`config.mk`:
```
export PLATFORM = sky130hd
export DESIGN_NAME = gregorian_date_adder_core
export DESIGN_NICKNAME = d
export VERILOG_FILES = /design/src/gda_pkg.sv /design/src/gda_datapath.sv /design/src/gda_ctrl.sv /design/src/gregorian_date_adder_core.sv
export VERILOG_INCLUDE_DIRS = /design/src /design/src/src
export SDC_FILE = /design/constraint.sdc
export NUM_CORES = 1
export LEC_CHECK = 0
export BUFFER_PORTS_ARGS = -buffer_cell sky130_fd_sc_hd__buf_2
export CAP_MARGIN = 15
export CORE_MARGIN = 10
export CORE_UTILIZATION = 50
export CTS_BUF_LIST = sky130_fd_sc_hd__clkbuf_4 sky130_fd_sc_hd__clkbuf_8
export CTS_CLUSTER_SIZE = 24
export DETAILED_ROUTE_END_ITERATION = 6
export PLACE_DENSITY_LB_ADDON = 0.3
export SKIP_CTS_REPAIR_TIMING = 1
export SLEW_MARGIN = 20
export SYNTH_ARGS = -nofsm -noshare
export SYNTH_HDL_FRONTEND = slang
export SYNTH_SLANG_ARGS = --single-unit
```
`constraint.sdc`:
```
create_clock -name aclk -period 6.55 [get_ports aclk]
set_clock_uncertainty 0.2 [all_clocks]
set_input_delay 1.31 -clock aclk [delete_from_list [all_inputs] [get_ports aclk]]
set_output_delay 1.31 -clock aclk [all_outputs]
set_load 0.02 [all_outputs]
```
`src/gregorian_date_adder_core_macros.svh`:
```
// Assertion helpers shared by the date adder modules.
// Both forms expect signals named aclk and aresetn in the using module.
`ifndef GREGORIAN_DATE_ADDER_CORE_MACROS_SVH
`define GREGORIAN_DATE_ADDER_CORE_MACROS_SVH
`ifndef SYNTH
`define GDA_ASSERT(label, prop) \
    label: assert property (@(posedge aclk) disable iff (!aresetn) (prop)) \
        else $error("date adder assertion failed");
`define GDA_ASSERT_NEXT(label, pre, post) \
    label: assert property (@(posedge aclk) disable iff (!aresetn) (pre) |=> (post)) \
        else $error("date adder assertion failed");
`else
`define GDA_ASSERT(label, prop)
`define GDA_ASSERT_NEXT(label, pre, post)
`endif
`endif

```
`src/gda_pkg.sv`:
```
package gda_pkg;

    localparam int DAY_W   = 17;
    localparam int MONTH_W = 4;
    localparam int REM_W   = 9;
    localparam int QM_W    = 9;
    localparam int X400_W  = 17;
    localparam int QY_W    = 8;

    localparam logic [4:0]         DAY_MAX         = 5'd31;
    localparam logic [MONTH_W-1:0] MONTHS_PER_YEAR = 4'd12;
    localparam logic [MONTH_W-1:0] MONTH_FEB       = 4'd2;
    localparam logic [MONTH_W-1:0] MONTH_APR       = 4'd4;
    localparam logic [MONTH_W-1:0] MONTH_JUN       = 4'd6;
    localparam logic [MONTH_W-1:0] MONTH_SEP       = 4'd9;
    localparam logic [MONTH_W-1:0] MONTH_NOV       = 4'd11;

    // floor(x / 12) equals (x * 2731) >> 15 for every x below 8192.
    localparam logic [11:0]        RECIP_12       = 12'd2731;
    localparam int                 RECIP_12_SHIFT = 15;
    // floor(x / 25) equals (x * 5243) >> 17 for every x below 8192.
    localparam logic [12:0]        RECIP_25       = 13'd5243;
    localparam int                 RECIP_25_SHIFT = 17;
    localparam logic [X400_W-1:0]  DIV_YEARS      = 17'd400;

    localparam logic [REM_W-1:0]   CENTURY_1    = 9'd100;
    localparam logic [REM_W-1:0]   CENTURY_2    = 9'd200;
    localparam logic [REM_W-1:0]   CENTURY_3    = 9'd300;
    localparam logic [REM_W-1:0]   CYCLE_LAST   = 9'd399;

    localparam logic [4:0] LEN_31 = 5'd31;
    localparam logic [4:0] LEN_30 = 5'd30;
    localparam logic [4:0] LEN_29 = 5'd29;
    localparam logic [4:0] LEN_28 = 5'd28;

    typedef struct packed {
        logic capture;
        logic day_step;
        logic mdiv_init;
        logic month_apply;
        logic rdiv_init;
        logic div_step;
        logic r400_save;
    } gda_cmd_t;

    typedef struct packed {
        logic day_fits;
    } gda_status_t;

    function automatic logic [4:0] month_length(input logic [MONTH_W-1:0] month,
                                                input logic leap);
        logic [4:0] len;
        len = LEN_31;
        if (month == MONTH_FEB) begin
            len = leap ? LEN_29 : LEN_28;
        end else if (month == MONTH_APR || month == MONTH_JUN ||
                     month == MONTH_SEP || month == MONTH_NOV) begin
            len = LEN_30;
        end
        return len;
    endfunction

endpackage

```
`src/gda_datapath.sv`:
```
module gda_datapath #(
    parameter int YEAR_BITS = 16
) (
    input  logic                   aclk,
    input  logic                   aresetn,
    input  gda_pkg::gda_cmd_t      cmd,
    output gda_pkg::gda_status_t   status,
    input  logic                   s_kind,
    input  logic [15:0]            s_day_arg,
    input  logic [11:0]            s_month_arg,
    input  logic [15:0]            s_year_arg,
    output logic [4:0]             m_day_out,
    output logic [3:0]             m_month_out,
    output logic [15:0]            m_year_out,
    output logic                   m_year_overflow
);

    localparam int SUMW = ((YEAR_BITS > 17) ? YEAR_BITS : 17) + 1;
    localparam longint unsigned YEAR_MAX_L = (64'd1 << YEAR_BITS) - 64'd1;
    localparam logic [gda_pkg::REM_W-1:0] R400_SAT = gda_pkg::REM_W'(YEAR_MAX_L % 64'd400);

    logic [gda_pkg::DAY_W-1:0]   day_reg;
    logic [gda_pkg::MONTH_W-1:0] month_reg;
    logic [YEAR_BITS-1:0]        year_reg;
    logic [gda_pkg::REM_W-1:0]   r400_reg;
    logic                        ovf_reg;
    logic [11:0]                 m_arg_reg;
    logic [15:0]                 y_arg_reg;

    logic [gda_pkg::QM_W-1:0]    quo_reg;
    logic [gda_pkg::X400_W-1:0]  x_reg;
    logic [gda_pkg::QY_W-1:0]    q400_reg;

    logic                          leap;
    logic [4:0]                    mlen;
    logic [SUMW-1:0]               year_sum;
    logic [SUMW-1:0]               load_year;
    logic                          load_year_ok;
    logic [12:0]                   month_total;
    logic [24:0]                   month_prod;
    logic [gda_pkg::QM_W-1:0]      month_quo;
    logic [12:0]                   month_rem;
    logic [gda_pkg::X400_W-1:0]    r400_sum;
    logic [25:0]                   year_prod;
    logic [gda_pkg::QY_W-1:0]      year_quo;
    logic [gda_pkg::X400_W-1:0]    r400_rem;

    // Year mod 400 is kept beside the year, so the leap test needs no division.
    assign leap = (year_reg[1:0] == 2'b00) &&
                  (r400_reg != gda_pkg::CENTURY_1) &&
                  (r400_reg != gda_pkg::CENTURY_2) &&
                  (r400_reg != gda_pkg::CENTURY_3);
    assign mlen = gda_pkg::month_length(month_reg, leap);

    assign year_sum     = SUMW'(year_reg) + SUMW'(quo_reg) + SUMW'(y_arg_reg);
    assign load_year    = SUMW'(s_year_arg);
    assign load_year_ok = (s_year_arg != 16'd0) && ((load_year >> YEAR_BITS) == '0);
    assign month_total  = 13'(month_reg) - 13'd1 + 13'(m_arg_reg);

    assign month_prod = 25'(month_total) * 25'(gda_pkg::RECIP_12);
    assign month_quo  = gda_pkg::QM_W'(month_prod >> gda_pkg::RECIP_12_SHIFT);
    assign month_rem  = month_total - 13'(quo_reg) * 13'(gda_pkg::MONTHS_PER_YEAR);

    // The new year mod 400 follows from the old remainder plus what was added.
    // x / 400 is taken as (x / 16) / 25.
    assign r400_sum  = gda_pkg::X400_W'(r400_reg) + gda_pkg::X400_W'(quo_reg) +
                       gda_pkg::X400_W'(y_arg_reg);
    assign year_prod = 26'(x_reg[gda_pkg::X400_W-1:4]) * 26'(gda_pkg::RECIP_25);
    assign year_quo  = gda_pkg::QY_W'(year_prod >> gda_pkg::RECIP_25_SHIFT);
    assign r400_rem  = x_reg - gda_pkg::X400_W'(q400_reg) * gda_pkg::DIV_YEARS;

    assign status.day_fits = (day_reg <= gda_pkg::DAY_W'(mlen));

    always_ff @(posedge aclk) begin
        if (!aresetn) begin
            day_reg   <= gda_pkg::DAY_W'(1);
            month_reg <= gda_pkg::MONTH_W'(1);
            year_reg  <= YEAR_BITS'(1);
            r400_reg  <= gda_pkg::REM_W'(1);
            ovf_reg   <= 1'b0;
        end else begin
            if (cmd.capture) begin
                ovf_reg <= 1'b0;
                if (!s_kind) begin
                    if (s_day_arg != 16'd0 && s_day_arg <= 16'(gda_pkg::DAY_MAX)) begin
                        day_reg <= gda_pkg::DAY_W'(s_day_arg);
                    end
                    if (s_month_arg != 12'd0 &&
                        s_month_arg <= 12'(gda_pkg::MONTHS_PER_YEAR)) begin
                        month_reg <= s_month_arg[gda_pkg::MONTH_W-1:0];
                    end
                    // A loaded year reaches the remainder through y_arg_reg.
                    if (load_year_ok) begin
                        year_reg <= YEAR_BITS'(s_year_arg);
                        r400_reg <= '0;
                    end
                end else begin
                    day_reg <= day_reg + gda_pkg::DAY_W'(s_day_arg);
                end
            end
            if (cmd.day_step) begin
                day_reg <= day_reg - gda_pkg::DAY_W'(mlen);
                if (month_reg == gda_pkg::MONTHS_PER_YEAR) begin
                    month_reg <= gda_pkg::MONTH_W'(1);
                    if (year_reg == {YEAR_BITS{1'b1}}) begin
                        ovf_reg <= 1'b1;
                    end else begin
                        year_reg <= year_reg + YEAR_BITS'(1);
                        r400_reg <= (r400_reg == gda_pkg::CYCLE_LAST) ? '0
                                    : r400_reg + gda_pkg::REM_W'(1);
                    end
                end else begin
                    month_reg <= month_reg + gda_pkg::MONTH_W'(1);
                end
            end
            if (cmd.month_apply) begin
                month_reg <= month_rem[gda_pkg::MONTH_W-1:0] + gda_pkg::MONTH_W'(1);
                if ((year_sum >> YEAR_BITS) != '0) begin
                    year_reg <= {YEAR_BITS{1'b1}};
                    ovf_reg  <= 1'b1;
                end else begin
                    year_reg <= year_sum[YEAR_BITS-1:0];
                end
            end
            if (cmd.r400_save) begin
                r400_reg <= (year_reg == {YEAR_BITS{1'b1}}) ? R400_SAT
                            : r400_rem[gda_pkg::REM_W-1:0];
            end
        end
    end

    always_ff @(posedge aclk) begin
        if (cmd.capture) begin
            m_arg_reg <= s_month_arg;
            y_arg_reg <= (s_kind || load_year_ok) ? s_year_arg : 16'd0;
            quo_reg   <= '0;
        end
        if (cmd.mdiv_init) begin
            quo_reg <= month_quo;
        end
        if (cmd.rdiv_init) begin
            x_reg <= r400_sum;
        end
        if (cmd.div_step) begin
            q400_reg <= year_quo;
        end
    end

    assign m_day_out       = day_reg[4:0];
    assign m_month_out     = month_reg;
    assign m_year_out      = 16'(year_reg);
    assign m_year_overflow = ovf_reg;

`include "gregorian_date_adder_core_macros.svh"

    `GDA_ASSERT(a_month_range, month_reg != '0 && month_reg <= gda_pkg::MONTHS_PER_YEAR)
    `GDA_ASSERT(a_r400_range, r400_reg <= gda_pkg::CYCLE_LAST)
    `GDA_ASSERT_NEXT(a_day_shrinks, cmd.day_step, day_reg < $past(day_reg))

endmodule

```
`src/gda_ctrl.sv`:
```
module gda_ctrl (
    input  logic                  aclk,
    input  logic                  aresetn,
    input  logic                  s_valid,
    output logic                  s_ready,
    input  logic                  s_kind,
    output logic                  m_valid,
    input  logic                  m_ready,
    output gda_pkg::gda_cmd_t     cmd,
    input  gda_pkg::gda_status_t  status
);

    typedef enum logic [2:0] {
        ST_IDLE,
        ST_WALK,
        ST_MAPPLY,
        ST_RINIT,
        ST_RDIV,
        ST_RSAVE,
        ST_OUT
    } state_t;

    state_t state_reg;
    state_t state_next;

    always_comb begin
        state_next = state_reg;
        cmd        = '0;
        unique case (state_reg)
            ST_IDLE: begin
                cmd.capture = s_valid;
                if (s_valid) begin
                    state_next = s_kind ? ST_WALK : ST_RINIT;
                end
            end
            ST_WALK: begin
                if (status.day_fits) begin
                    cmd.mdiv_init = 1'b1;
                    state_next    = ST_MAPPLY;
                end else begin
                    cmd.day_step = 1'b1;
                end
            end
            ST_MAPPLY: begin
                cmd.month_apply = 1'b1;
                state_next      = ST_RINIT;
            end
            ST_RINIT: begin
                cmd.rdiv_init = 1'b1;
                state_next    = ST_RDIV;
            end
            ST_RDIV: begin
                cmd.div_step = 1'b1;
                state_next   = ST_RSAVE;
            end
            ST_RSAVE: begin
                cmd.r400_save = 1'b1;
                state_next    = ST_OUT;
            end
            ST_OUT: begin
                if (m_ready) begin
                    state_next = ST_IDLE;
                end
            end
            default: state_next = ST_IDLE;
        endcase
    end

    always_ff @(posedge aclk) begin
        if (!aresetn) begin
            state_reg <= ST_IDLE;
        end else begin
            state_reg <= state_next;
        end
    end

    assign s_ready = (state_reg == ST_IDLE);
    assign m_valid = (state_reg == ST_OUT);

`include "gregorian_date_adder_core_macros.svh"

    `GDA_ASSERT(a_one_side, !(s_ready && m_valid))
    `GDA_ASSERT_NEXT(a_busy_after_beat, s_valid && s_ready, !s_ready && !m_valid)
    `GDA_ASSERT_NEXT(a_walk_ends, state_reg == ST_WALK && status.day_fits, state_reg == ST_MAPPLY)

endmodule

```
`src/gregorian_date_adder_core.sv`:
```
// Gregorian date adder: holds one calendar date and returns it after every input beat.
// Input channel s_*: kind 0 loads each in-range part of day/month/year; kind 1 adds
// days, then months, then years to the held date, with month and leap-year carries.
// Result channel m_*: day, month, low 16 bits of the year, and a flag that is set when
// the year was held at its maximum during this beat's addition.
// One beat is processed at a time:
//   load beat: states ST_RINIT, ST_RDIV and ST_RSAVE, then m_valid rises;
//   add beat:  ST_WALK steps over one month boundary at a time, then ST_MAPPLY,
//              ST_RINIT, ST_RDIV and ST_RSAVE, then m_valid rises.
// The day walk steps one month per cycle. The month carry and the year mod 400 that
// feeds the leap test are each found by a multiply with a constant reciprocal.
// s_ready is high again in the cycle after the result beat is taken.
// A stalled receiver simply holds the result; no new beat is accepted meanwhile.
// Synchronous active-low reset sets the date to day 1, month 1, year 1 and drops
// both valid and the result flag.
module gregorian_date_adder_core #(
    parameter int YEAR_BITS = 16
) (
    input  logic        aclk,
    input  logic        aresetn,
    input  logic        s_valid,
    output logic        s_ready,
    input  logic        s_kind,
    input  logic [15:0] s_day_arg,
    input  logic [11:0] s_month_arg,
    input  logic [15:0] s_year_arg,
    output logic        m_valid,
    input  logic        m_ready,
    output logic [4:0]  m_day_out,
    output logic [3:0]  m_month_out,
    output logic [15:0] m_year_out,
    output logic        m_year_overflow
);

    gda_pkg::gda_cmd_t    cmd;
    gda_pkg::gda_status_t status;

    gda_ctrl u_ctrl (
        .aclk    (aclk),
        .aresetn (aresetn),
        .s_valid (s_valid),
        .s_ready (s_ready),
        .s_kind  (s_kind),
        .m_valid (m_valid),
        .m_ready (m_ready),
        .cmd     (cmd),
        .status  (status)
    );

    gda_datapath #(
        .YEAR_BITS (YEAR_BITS)
    ) u_datapath (
        .aclk            (aclk),
        .aresetn         (aresetn),
        .cmd             (cmd),
        .status          (status),
        .s_kind          (s_kind),
        .s_day_arg       (s_day_arg),
        .s_month_arg     (s_month_arg),
        .s_year_arg      (s_year_arg),
        .m_day_out       (m_day_out),
        .m_month_out     (m_month_out),
        .m_year_out      (m_year_out),
        .m_year_overflow (m_year_overflow)
    );

endmodule
```
Word-level counts from Yosys, hierarchy flattened
Cells that the tools add are included.
Storage, ports and cells
  output and inout bits: 28
  bits in read-only memories: 0
  memories kept: 0
  register bits: 112
  bits in writable memories: 0
  input port bits: 49
  latch bits: 0
Operators by class
  add/subtract/negate cells: 14
  order comparisons: 3
  multiply operators: 4
  equal/unequal tests: 21
  reductions and logical operators: 23
  shift operators: 0
  mux-type cells: 51
  bitwise gates (word level): 0
  div/mod/pow operators: 0
Operators with widths (number)
  $mux W16: 8
  $mux W9: 11
  $mux W17: 4
  $add A17 B16 Y17: 2
  $reduce_bool A16 Y1: 2
  $mul A13 B13 Y25 const B: 1
  $mul A13 B12 Y24 const B: 1
  $mux W4: 6
  $pmux W3 S7: 1
  $add A18 B16 Y18: 1
  $reduce_bool A18 Y1: 1
  $add A16 B9 Y17: 1
  $le A17 B5 Y1: 1
  $sub A17 B5 Y17: 1
  $add A16 B1 Y16 const B: 1
  $eq A16 B16 Y1 const B: 1
  $le A16 B5 Y1 const B: 1
  $mux W1: 15
  $add A13 B12 Y13: 1
  $eq A4 B4 Y1 const B: 3
  $le A12 B4 Y1 const B: 1
  $reduce_bool A12 Y1: 1
  $add A9 B9 Y10: 1
  $add A9 B1 Y9 const B: 1
  other kinds (29): 49

Longest topological paths before layout
  word-level depth: 12
  depth in mapped cells: 28

Modules after synthesis
Synthesis repeated with hierarchy kept, for this count alone.
Second synthesis, totals
  cell total of the unflattened synthesis: 1517
  area total of the unflattened synthesis: 13997.2 um^2
By module, submodules not included
  gda_datapath: times used 1, cells an instance 1489, area an instance 13738.2 um^2
  gda_ctrl: times used 1, cells an instance 28, area an instance 259.0 um^2

Worst setup path after synthesis
OpenSTA, ideal clock, no wires.
  path type: register to register
  start: reg u_datapath.month_reg, in the netlist u_datapath.m_month_out[0]
  end: reg u_datapath.quo_reg[8] (netlist name), data pin
  arrival time: 6.796 ns
  setup slack: -0.598 ns
  library setup time: 0.152 ns
  stages on the path, launching flop included: 27
  period minus slack after synthesis: 7.148 ns
  cells stage by stage: dfxtp_1 -> inv_1 -> ha_1 -> and2_1 -> ha_1 -> nand3_1 -> o211ai_1 -> o41ai_1 -> o21a_1 -> xnor2_1 -> inv_1 -> o22ai_1 -> xnor2_1 -> ha_1 -> fa_1 -> fa_1 -> inv_1 -> fa_1 -> inv_1 -> ha_1 -> and4_1 -> nand2_1 -> o211ai_1 -> o31a_1 -> a211oi_1 -> or4_1 -> a21oi_1
On the way
  word-level cells in the longest chain between the ends: 10
  elaborated cells on any way between the ends: 17
  classes of those cells: 2 x add/sub; 1 x mul; 1 x order compare; 5 x eq/ne; 5 x mux; 3 x reduce/logical
Ends and longest elaborated chain
  start: declaration: RTL line gda_datapath.sv:23  | logic [gda_pkg::MONTH_W-1:0] month_reg;
  start signal: assignment: RTL line gda_datapath.sv:77  | month_reg <= gda_pkg::MONTH_W'(1);
  start signal: assignment: RTL line gda_datapath.sv:90  | month_reg <= s_month_arg[gda_pkg::MONTH_W-1:0];
  start signal: assignment: RTL line gda_datapath.sv:104  | month_reg <= gda_pkg::MONTH_W'(1);
  branches (longest 9 deep; another with $mul A13 B12 Y24)
  $mux W9 (*): RTL line gda_datapath.sv:138  | if (cmd.mdiv_init) begin
  end signal: assignment: RTL line gda_datapath.sv:139  | quo_reg <= month_quo;
  end: declaration: RTL line gda_datapath.sv:30  | logic [gda_pkg::QM_W-1:0] quo_reg;
Mark *: on every way between the ends.
A chain may end at the register's enable or synchronous reset.

Final worst setup path
Ends and elaborated chain as after synthesis.

==> results.json <==
{
  "fp.dieW_um": 189,
  "antenna_violations_before_repair": 0,
  "rsz0062_at_grt": "yes",
  "final_min_period_over_clock_period_pct": 101,
  "timing.final.max_slew_violations": 0,
  "clock_sinks": 109,
  "timing.max_slew.rel_slack_pct": 26.4,
  "detailedPlacementHpwl_mm": 30.7,
  "yosysUniqueCellTypes": 76,
  "main_flop_type_after_synthesis": "sky130_fd_sc_hd__edfxtp_1",
  "reg2regPathDepth": 27,
  "outcome": "finished with violations",
  "critPathKind": "register to register",
  "worst_r2r_endpoint": "u_datapath.quo_reg[8]",
  "synthesis.area_mm2": 0.0143,
  "final_cell_mix": "239 x sky130_fd_sc_hd__ha_1, 222 x sky130_fd_sc_hd__inv_1, 109 x sky130_fd_sc_hd__nor2_1",
  "postSynthRegisterBits": 109,
  "grt.total_usage_pct": 20.3,
  "final_antenna_net_count": 0,
  "failed_checks": "negative setup slack",
  "startpoint": "u_datapath.m_month_out[0]",
  "path_max_fanout": 4,
  "achievable-frequency_ghz": 0.151,
  "grt.overflow.total": 0,
  "hold_violations": 0,
  "routed_wire_length_per_instance_um": 17.8,
  "synth_async_sr_flop_share_pct": 0,
  "timing.hold.worst.class": "register to register",
  "detailed_router_s_first_iteration_violation_count": 704,
  "grt_first_pass_wirelength_mm": 59.8,
  "clk_buf_depth": 2,
  "max_cap_violations": 0,
  "postSynthNetCount": 1992,
  "grt_pass1_vias": 12100,
  "clock_latency_ns": 0.41,
  "cts_inserted_buffers": 9,
  "layout.cells.most_common": "sky130_fd_sc_hd__ha_1",
  "layout-drive-gt1-share_pct": 13.1,
  "avgSynthCellArea_um2": 8.96,
  "critical_path.endpoint_type": "register",
  "drt_first_pass_iters": 5,
  "floorplan.core_area_mm2": 0.0280,
  "synth_edf_count": 59,
  "detail_route.drc_violations": 0,
  "crit-reg2reg-launch": "u_datapath.m_month_out[0]",
  "initial_utilization_pct": 51.0,
  "avgViaCountPerCell": 5.71,
  "port-buffer-count": 76,
  "finalWeightedCongestion": 0.948,
  "worstPathArrival_ns": 6.68,
  "cts.htree.levels": 3,
  "top_level_ports": 77,
  "setup_viols_final": 1,
  "tritoncts": "done",
  "holdWs_ns": 0.324,
  "totalWireLength_mm": 36.9,
  "synth_warnings": 0,
  "largest_net_degree_at_the_start_of_global_routing": 30,
  "cp_data_required_time_ns": 6.59,
  "yosysSeqAreaShare_pct": 19.4,
  "totalNegativeSetupSlack_ns": -0.0863,
  "cts_root_buffer": "sky130_fd_sc_hd__clkbuf_8",
  "dieArea_mm2": 0.0357,
  "setup.worst_path.end": "u_datapath.quo_reg[8]",
  "r2r_setup_slack_ns": -0.09,
  "antenna_cells_inserted": 0,
  "clk_transition_reported_paths_ns": 0.11,
  "design.final.nets": 2082,
  "timing.critical_path.from_type": "register",
  "detailroute.via_count": 11800,
  "fillers": 2514,
  "min_cycle_time_layout_ns": 6.64,
  "die_h_um": 189,
  "syn_inst": 1594,
  "pin_slew_with_the_least_headroom_to_its_limit_ns": 1.10,
  "area.growth.synth_to_final_pct": 11.0,
  "core.rowCount": 61,
  "timing.final.ws_setup_ns": -0.0863
}
-- metal layers --
metal | vias to the layer above | GRT usage [%] | part of all wire, %
met5 | - | 0 | 0
met4 | 0 | 6.50 | 2.5
met3 | 56 | 2.88 | 4.8
met2 | 319 | 35.3 | 49
met1 | 5671 | 25.4 | 44
li1 | 5748 | - | -
-- how the worst min path moves through the flow --
stage	start	endpoint	slack, ns	depth (start not counted)
after global routing	u_datapath.x_reg[0]	u_datapath.r400_reg[0]	0.34	2
after global placement	u_datapath.x_reg[0]	u_datapath.r400_reg[0]	0.26	2
after CTS	u_datapath.x_reg[0]	u_datapath.r400_reg[0]	0.33	2
final	u_datapath.x_reg[0]	u_datapath.r400_reg[0]	0.32	2
after detailed placement	u_datapath.x_reg[0]	u_datapath.r400_reg[0]	0.31	2
after floorplan	u_datapath.x_reg[0]	u_datapath.r400_reg[0]	0.25	2
-- critical path, stage by stage (launching register included) --
cell and delay (ns):
sky130_fd_sc_hd__dfxtp_4 0.41, sky130_fd_sc_hd__inv_6 0.05, sky130_fd_sc_hd__ha_4 0.26, sky130_fd_sc_hd__inv_2 0.05, sky130_fd_sc_hd__fa_2 0.36, sky130_fd_sc_hd__nand2_2 0.10, sky130_fd_sc_hd__a21oi_2 0.08, sky130_fd_sc_hd__o41ai_2 0.38
sky130_fd_sc_hd__inv_1 0.13, sky130_fd_sc_hd__a21oi_4 0.18, sky130_fd_sc_hd__xnor2_1 0.17, sky130_fd_sc_hd__ha_1 0.28, sky130_fd_sc_hd__ha_1 0.28, sky130_fd_sc_hd__inv_1 0.05, sky130_fd_sc_hd__fa_1 0.53, sky130_fd_sc_hd__inv_1 0.06
sky130_fd_sc_hd__fa_1 0.53, sky130_fd_sc_hd__inv_1 0.05, sky130_fd_sc_hd__fa_1 0.49, sky130_fd_sc_hd__inv_2 0.05, sky130_fd_sc_hd__ha_4 0.26, sky130_fd_sc_hd__and4_4 0.23, sky130_fd_sc_hd__nand2_2 0.04, sky130_fd_sc_hd__o211ai_1 0.20
sky130_fd_sc_hd__o31a_1 0.26, sky130_fd_sc_hd__a211oi_2 0.11, sky130_fd_sc_hd__or4_4 0.55, sky130_fd_sc_hd__a21oi_2 0.14
-- stage by stage --
stage	util (%)	instances	area (µm²)	worst slack [ns]
floorplan	-	1594	14400	0.00305
CTS	55.4	2056	15500	-0.167
finish	56.6	2067	15900	-0.0863
detailed placement	54.7	2040	15300	-0.148
global placement	54.7	2040	15300	0.00459
global route	56.6	2067	15900	-0.405
-- cells in the mapped netlist (3+ instances only) --
cell | instances | area (µm²)
sky130_fd_sc_hd__nand3b_1 | 4 | 30.0
sky130_fd_sc_hd__o22ai_1 | 6 | 37.5
sky130_fd_sc_hd__and3_1 | 16 | 100
sky130_fd_sc_hd__buf_2 | 6 | 30.0
sky130_fd_sc_hd__nor2b_1 | 14 | 87.6
sky130_fd_sc_hd__o21ai_1 | 9 | 45.0
sky130_fd_sc_hd__nand2_1 | 75 | 282
sky130_fd_sc_hd__a211o_1 | 5 | 43.8
sky130_fd_sc_hd__a41oi_1 | 3 | 26.3
sky130_fd_sc_hd__a21o_1 | 33 | 248
sky130_fd_sc_hd__nand3_1 | 34 | 170
sky130_fd_sc_hd__o21a_1 | 13 | 97.6
sky130_fd_sc_hd__o21ai_0 | 59 | 295
sky130_fd_sc_hd__o32ai_1 | 4 | 35.0
sky130_fd_sc_hd__mux2i_1 | 8 | 80.1
sky130_fd_sc_hd__dfxtp_1 | 50 | 1000
sky130_fd_sc_hd__a21oi_1 | 118 | 591
sky130_fd_sc_hd__o211ai_1 | 7 | 52.6
sky130_fd_sc_hd__edfxtp_1 | 59 | 1770
sky130_fd_sc_hd__a31oi_1 | 18 | 113
sky130_fd_sc_hd__o21bai_1 | 12 | 90.1
sky130_fd_sc_hd__o31ai_1 | 5 | 37.5
sky130_fd_sc_hd__o211a_1 | 7 | 70.1
sky130_fd_sc_hd__a21boi_0 | 3 | 22.5
sky130_fd_sc_hd__ha_1 | 246 | 3080
sky130_fd_sc_hd__nand4b_1 | 3 | 26.3
sky130_fd_sc_hd__and4_1 | 3 | 26.3
sky130_fd_sc_hd__and2_1 | 11 | 68.8
sky130_fd_sc_hd__nor3b_1 | 6 | 45.0
sky130_fd_sc_hd__nor2_1 | 110 | 413
sky130_fd_sc_hd__nor4_1 | 14 | 87.6
sky130_fd_sc_hd__xor2_1 | 39 | 342
sky130_fd_sc_hd__inv_1 | 234 | 878
sky130_fd_sc_hd__buf_4 | 5 | 37.5
sky130_fd_sc_hd__clkbuf_1 | 40 | 150
sky130_fd_sc_hd__nor3_1 | 29 | 145
sky130_fd_sc_hd__a311oi_1 | 3 | 26.3
sky130_fd_sc_hd__o41ai_1 | 4 | 35.0
sky130_fd_sc_hd__nand4_1 | 14 | 87.6
sky130_fd_sc_hd__a211oi_1 | 20 | 150
sky130_fd_sc_hd__nand2b_1 | 14 | 87.6
sky130_fd_sc_hd__fa_1 | 103 | 2060
sky130_fd_sc_hd__or3_1 | 10 | 62.6
sky130_fd_sc_hd__xnor2_1 | 72 | 631
-- final cells by class --
class / instances / area, µm² / area share (%)
multi-input cells: 1198 / 10700 / 67.6
clock inverters: 7 / 58.8 / 0.371
repair buffers: 131 / 801 / 5.05
flip-flops and latches: 109 / 2780 / 17.6
well taps: 378 / 473 / 2.98
clock buffers: 9 / 124 / 0.781
inverters: 235 / 890 / 5.61
-- kinds of logic (layout without fill, tap and decap cells) --
kind of cell / count (synthesis) / after routing / synth area share (%)
adder cells (fa/ha/maj): 349 / 349 / 36.0
flip-flops: 109 / 109 / 19.4
XOR/XNOR: 111 / 111 / 6.81
multiplexers: 9 / 9 / 0.639
AO/OA/AOI/OAI: 360 / 360 / 16.5
AND/OR/NAND/NOR: 369 / 369 / 12.9
buffers and inverters: 287 / 382 / 7.78
Power is not shown: default switching activity piles up to over one toggle a cycle in this logic, so the estimate is an artifact.
